<file path="config.mk">
export PLATFORM = sky130hd
export DESIGN_NAME = slm_ram
export DESIGN_NICKNAME = d
export VERILOG_FILES = /design/src/slm_ram.sv
export SDC_FILE = /design/constraint.sdc
export NUM_CORES = 2
export LEC_CHECK = 0
export BUFFER_PORTS_ARGS = -buffer_cell sky130_fd_sc_hd__buf_4
export CORE_MARGIN = 2
export CORE_UTILIZATION = 63
export DETAILED_ROUTE_END_ITERATION = 10
export PLACE_DENSITY = 0.79
export RECOVER_POWER = 100
export SYNTH_ARGS = -nofsm -noshare
export SYNTH_HDL_FRONTEND = slang
export SYNTH_SLANG_ARGS = --single-unit
</file>
<file path="constraint.sdc">
create_clock -name clk -period 3.32 [get_ports clk]
set_input_delay 0.664 -clock clk [delete_from_list [all_inputs] [get_ports clk]]
set_output_delay 0.664 -clock clk [all_outputs]
set_load 0.1 [all_outputs]
</file>
<file path="src/slm_ram.sv">
`default_nettype none

module slm_ram #(
  parameter int WIDTH = 10,
  parameter int DEPTH = 256
) (
  input  wire logic                     clk,
  input  wire logic                     wr_en,
  input  wire logic [$clog2(DEPTH)-1:0] wr_addr,
  input  wire logic [WIDTH-1:0]         wr_data,
  input  wire logic [$clog2(DEPTH)-1:0] rd_addr,
  output logic      [WIDTH-1:0]         rd_data
);

  logic [WIDTH-1:0] mem_r [DEPTH];
  logic [WIDTH-1:0] rd_data_r;

  always_ff @(posedge clk) begin
    if (wr_en) begin
      mem_r[wr_addr] <= wr_data;
    end
    rd_data_r <= mem_r[rd_addr];
  end

  assign rd_data = rd_data_r;

endmodule

`default_nettype wire

</file>
Yosys cells after proc, flatten, opt, wreduce, memory -nomap -nowiden
Memory sizes are Yosys's and may differ from the RTL's. A register that Yosys moved wholly into a read port is not among the register bits.
Index checks and enable logic that the tools add are counted.
{ "totals": {"reg_bits": 0, "elab_cells": 3, "out_inout_bits": 10, "inputBits": 28, "romBits": 0, "n_memories": 1, "latchBits": 0, "ramBits": 2560} }
{ "classes": {"n_shift": 0, "reduce_logical": 0, "multipliers": 0, "eq_ne": 0, "n_div": 0, "bitwise": 0, "mux": 2, "magnitude_cmp": 0, "add_sub_neg": 0} }
{ "memory_table": {"columns": ["memory", "words", "word_bits", "read_ports", "rd_clocked_by_memory_dff", "write_ports", "line", "rtl"], "rows": [
  ["mem_r", 256, 10, 1, 1, 1, "15", "logic [WIDTH-1:0] mem_r [DEPTH];"]
]} }
{ "ops": {"columns": ["cell", "count"], "rows": [
  ["two-way mux 1 bit", 2]
]} }

Logic depth before layout (Yosys ltp)
{ "logic_depth": {"depth_word": 2, "depth_mapped": 12, "ltp_nobuf": 6} }

Worst setup path after synthesis
No wires, ideal clock.
{ "synth_path": {"path_type": "input-to-reg", "start": "input rd_addr[0]", "end": "register rd_data_r[3], in the netlist rd_data[3] (read register of mem_r)", "required_ps": 3194, "path_stages": 9, "arrival_ps": 2480, "setup_slack_ps": 715, "path_buffers": 4, "setup_time_ps": 126, "path_cell_list": "buf_4 > buf_8 > buf_8 > buf_2 > mux4_2 > a22oi_1 > a21oi_1 > nor4_1 > nor3_1"} }
{ "synth_lines": {"columns": ["element", "line", "rtl"], "rows": [
  ["start, declared", "11", "input wire logic [$clog2(DEPTH)-1:0] rd_addr,"],
  ["end, declared", "16", "logic [WIDTH-1:0] rd_data_r;"]
]} }

Final worst setup path
{ "layout_path": {"start": "input wr_addr[2]", "end": "memory mem_r[15][3] (enable)"} }
{ "layout_lines": {"columns": ["element", "line", "rtl"], "rows": [
  ["start, declared", "9", "input wire logic [$clog2(DEPTH)-1:0] wr_addr,"],
  ["end, declared", "15", null]
]} }
Straight into the memory's write port.

==> qor_table.md <==
| Stage | Quantity | This run |
|:---|:---|:---|
| setup path | CP Cell Sequence | clkbuf_1 > nand4_1 > inv_1 > nand2_1 > clkbuf_1 > nor2_1 > clkbuf_2 |
| setup path | End of the worst register-to-register path | rd_data[8] |
| setup path | Bufs and invs on worst path | 4 |
| status | Violations in the final reports | max-capacitance violations, max-slew violations |
| die | Initial Util | 63.5% |
| logic synthesis | Synth unique cells | 53 |
| setup path | Dominant cell type by count on the critical path | clkbuf_1 |
| logic synthesis | Number of enable-type register cells in the synthesized netlist | 2560 |
| clock network | Clock tree from TritonCTS | yes |
| sta | Final-report hold violation count | 0 |
| logic synthesis | #FFs+latches synth | 2570 |
| worst hold path | Worst hold endpoint | mem_r[111][0] |
| sta | Clock Skew | 0.0402 ns |
| sta | Tcrit/Tclk final | 98.0% |
| power | Leakage power summed over all cells | 35.2 nW |
| place | Number of buffers added on ports | 37 |
| logic synthesis | Number of warnings reported in the yosys synthesis log | 0 |
| place | Routability congestion estimate | 0.937 |
| logic synthesis | Leading area contributor after synthesis | edfxtp_1 |
| layout | Filler cell count in the final layout | 8798 |
| route | Length of the first detailed-routing pass in iterations | 6 |
| route | 1st-iter DRT viols | 9197 |
| clock network | CTS Sinks | 2570 |
| route | Vias post-DR | 52900 |
| logic synthesis | Per-instance average area after synthesis | 21.4 µm² |
| layout | Final Net Count | 5242 |
| power | Cell Pwr Density | 595 nW/µm² |
| clock network | Post-CTS Repair Setup Buffers | 0 |
| grt | Number of global-route vias before repair | 52200 |
| worst hold path | Hold WC Path Type | input port to flop |
| die | DIE AREA | 161000 µm² |
| sta | Post-layout minimum cycle time | 3.25 ns |
| layout | Cell area after layout | 112000 µm² |
| logic synthesis | Sequential area share after synthesis | 77.7% |
| sta | Highest clock frequency the design can meet | 307 MHz |
| sta | Transition time at the pin with the least slew margin | 3.07 ns |
| job | Max-capacitance violation count | 18 |
| place | Setup Slack @ Placement | -0.434 ns |
| die | Die Ht | 401 µm |
| setup path | Critical path type | input port to flop |
| die | Number of cell rows | 145 |
| setup path | Crit-path leading delay family | buffers and inverters |
| clock network | Number of buffers created by CTS | 236 |
| grt | Largest net degree at the start of global routing | 97 |
| logic synthesis | Commonest cells in the synthesized netlist | 2560 x edfxtp_1, 495 x mux4_2, 292 x nor2_1 |
| sta | Max_slew headroom | -105% |
| layout | Fraction of layout cells with a size suffix above 1 | 21.6% |
| grt | Overall overflow remaining after global route | 0 |
| clock network | Bufs on Longest Clock Path | 3 |
| clock network | Post-CTS clock slew at the launch and capture registers of the worst setup and hold paths | 0.07 ns |
| setup path | Slowest cell on the critical path | clkbuf_1 |
| logic synthesis | Dominant register cell in the synthesized netlist | edfxtp_1 |
| place | Cell area after placement | 106000 µm² |
| sta | Setup violations, final | 0 |
| setup path | Launch instance of the worst register-to-register path | mem_r[84][8] |
| route | Detailed-route wire length | 260000 µm |
| clock network | H-tree level count | 4 |
| grt | Combined global-route utilization of all metal layers | 32.6% |
| route | WL/cell | 34.7 µm |
| sta | Summed negative setup slack over all endpoints | 0 ns |
| clock network | Post-cts repair resize count | 0 |
| grt | Global-route wire length before repair | 373000 µm |
| logic synthesis | Cell with the most instances after synthesis | edfxtp_1 |
| setup path | Register-to-Register Path Depth | 7 |
| logic synthesis | Summed instance area of the synthesized netlist | 99300 µm² |
| place | Placed wire-length estimate after detailed placement | 161000 µm |
| setup path | Critical path required time | 3.86 ns |
| setup path | Critical path capture point type | flop |
| power | VDD IR max | 0.574 mV |
| route | Via density | 7.06 |
| layout | Area growth from synthesis to layout | 12.6% |
| setup path | Worst Path Max Fanout | 13 |
| power | Total chip power | 66.6 mW |
| clock network | Worst-Skew Late Latency | 0.87 ns |
| sta | Unrepaired setup endpoints after global routing | false |
| logic synthesis | Post-synthesis async set-or-reset flop share | 0% |
| worst hold path | Worst hold stages | 1 |
| setup path | WP depth | 7 |
| sta | PnR worst setup slack | 0.0661 ns |
| setup path | Data arrival time at the worst-slack endpoint | 3.80 ns |
| clock network | Hold-fix buffer count after cts | 0 |
| die | Horizontal die dimension | 401 µm |
| die | Core Footprint | 156000 µm² |
| status | Status | finished with violations |
| logic synthesis | Synthesized netlist net count | 4670 |
| logic synthesis | Post-synthesis cell count | 4642 |
| route | DRC Markers | 0 |
| die | Top Ports | 38 |
| setup path | Type of element launching the critical path | input port |
| logic synthesis | Top post-synthesis cells by area | edfxtp_1 77%, mux4_2 11%, mux2i_1 2.1%, a22oi_1 1.4%, nor2_1 1.1% |
| worst hold path | Worst hold path startpoint | wr_data[0] |
| setup path | Largest stage delay, worst path | 1.78 ns |
| logic synthesis | Post-synth top area share | 77.5% |
| route | Remaining antenna violation count after routing | 0 |
| sta | Slew Limit Fails | 965 |
| grt | Antenna violations before repair | 15 |
| setup path | Minimum setup slack among reg-to-reg paths | 0.39 ns |
| clock network | Root Buffer | clkbuf_16 |
how the worst max path moves through the flow:
stage          startpoint             to
4_1_cts        rd_addr[1]     rd_data[8]
3_5_place_dp   rd_addr[1]     rd_data[3]
6_report       wr_addr[2]   mem_r[15][3]
2_1_floorplan  rd_addr[0]     rd_data[3]
5_1_grt        wr_data[7]  mem_r[187][7]
3_3_place_gp   rd_addr[0]     rd_data[3]
per-stage QoR:
stage                     hold slack [ns]  instances  utilization [%]
final                               0.419       7488             71.5
after global routing                0.395       7481             71.5
after floorplan                     0.763       4642                -
after CTS                           0.329       7479             72.4
after global placement              0.977       7034             67.5
after detailed placement             1.03       7034             67.5
metal layers:
layer	up-vias	global-route usage, %	share of wire (%)
met2	4404	50.8	47
met5	-	0	0.029
met3	816	8.55	14
li1	20700	-	-
met4	12	15.0	5.7
met1	26900	43.8	34
registers in the layout (all words and copies together), names as in the netlist:
| signal | flops |
|---|---|
| rd_data | 10 |
| mem_r | 2560 |
logic make-up after synthesis:
group                  synth area share, %
buffers and inverters                 1.88
AOI/OAI and AO/OA                     3.71
DFF                                   77.7
and+or+nand+nor                       2.32
muxes                                 14.4
final cells by class:
| type | instances | area, µm² | area share [%] |
|---|---|---|---|
| Antenna cell | 9 | 22.5 | 0.0201 |
| Clock buffer | 287 | 6180 | 5.53 |
| Clock inverter | 158 | 1520 | 1.36 |
| Tap cell | 2058 | 2570 | 2.30 |
| Inverter | 3 | 11.3 | 0.0101 |
| Multi-Input combinational cell | 1785 | 20400 | 18.2 |
| Sequential cell | 2570 | 77100 | 68.9 |
| Timing Repair Buffer | 618 | 4040 | 3.61 |
cells in the final DEF, fill, tap and decap left out, drive strengths merged, types with 9 or more instances in the layout:
master	count
inv	9
nand2b	12
nor4	27
mux2i	210
nand4	11
a221oi	15
buf	259
nand2	47
o32ai	11
diode	9
a31oi	11
clkinv	121
a311oi	10
bufinv	26
a21oi	113
clkbuf	646
nor3	33
nor2	292
o21ai	12
o22ai	57
nor2b	24
edfxtp	2560
a22o	13
dfxtp	10
o221ai	40
a211oi	10
nand3	39
mux4	536
a22oi	191
power breakdown:
| group | internal [mW] | switching (mW) |
|---|---|---|
| clock network | 15.2 | 11.8 |
| logic | 1.22 | 2.44 |
| registers | 35.8 | 0.0785 |
| total | 52.3 | 14.3 |
(Power assumes the default switching activity.)
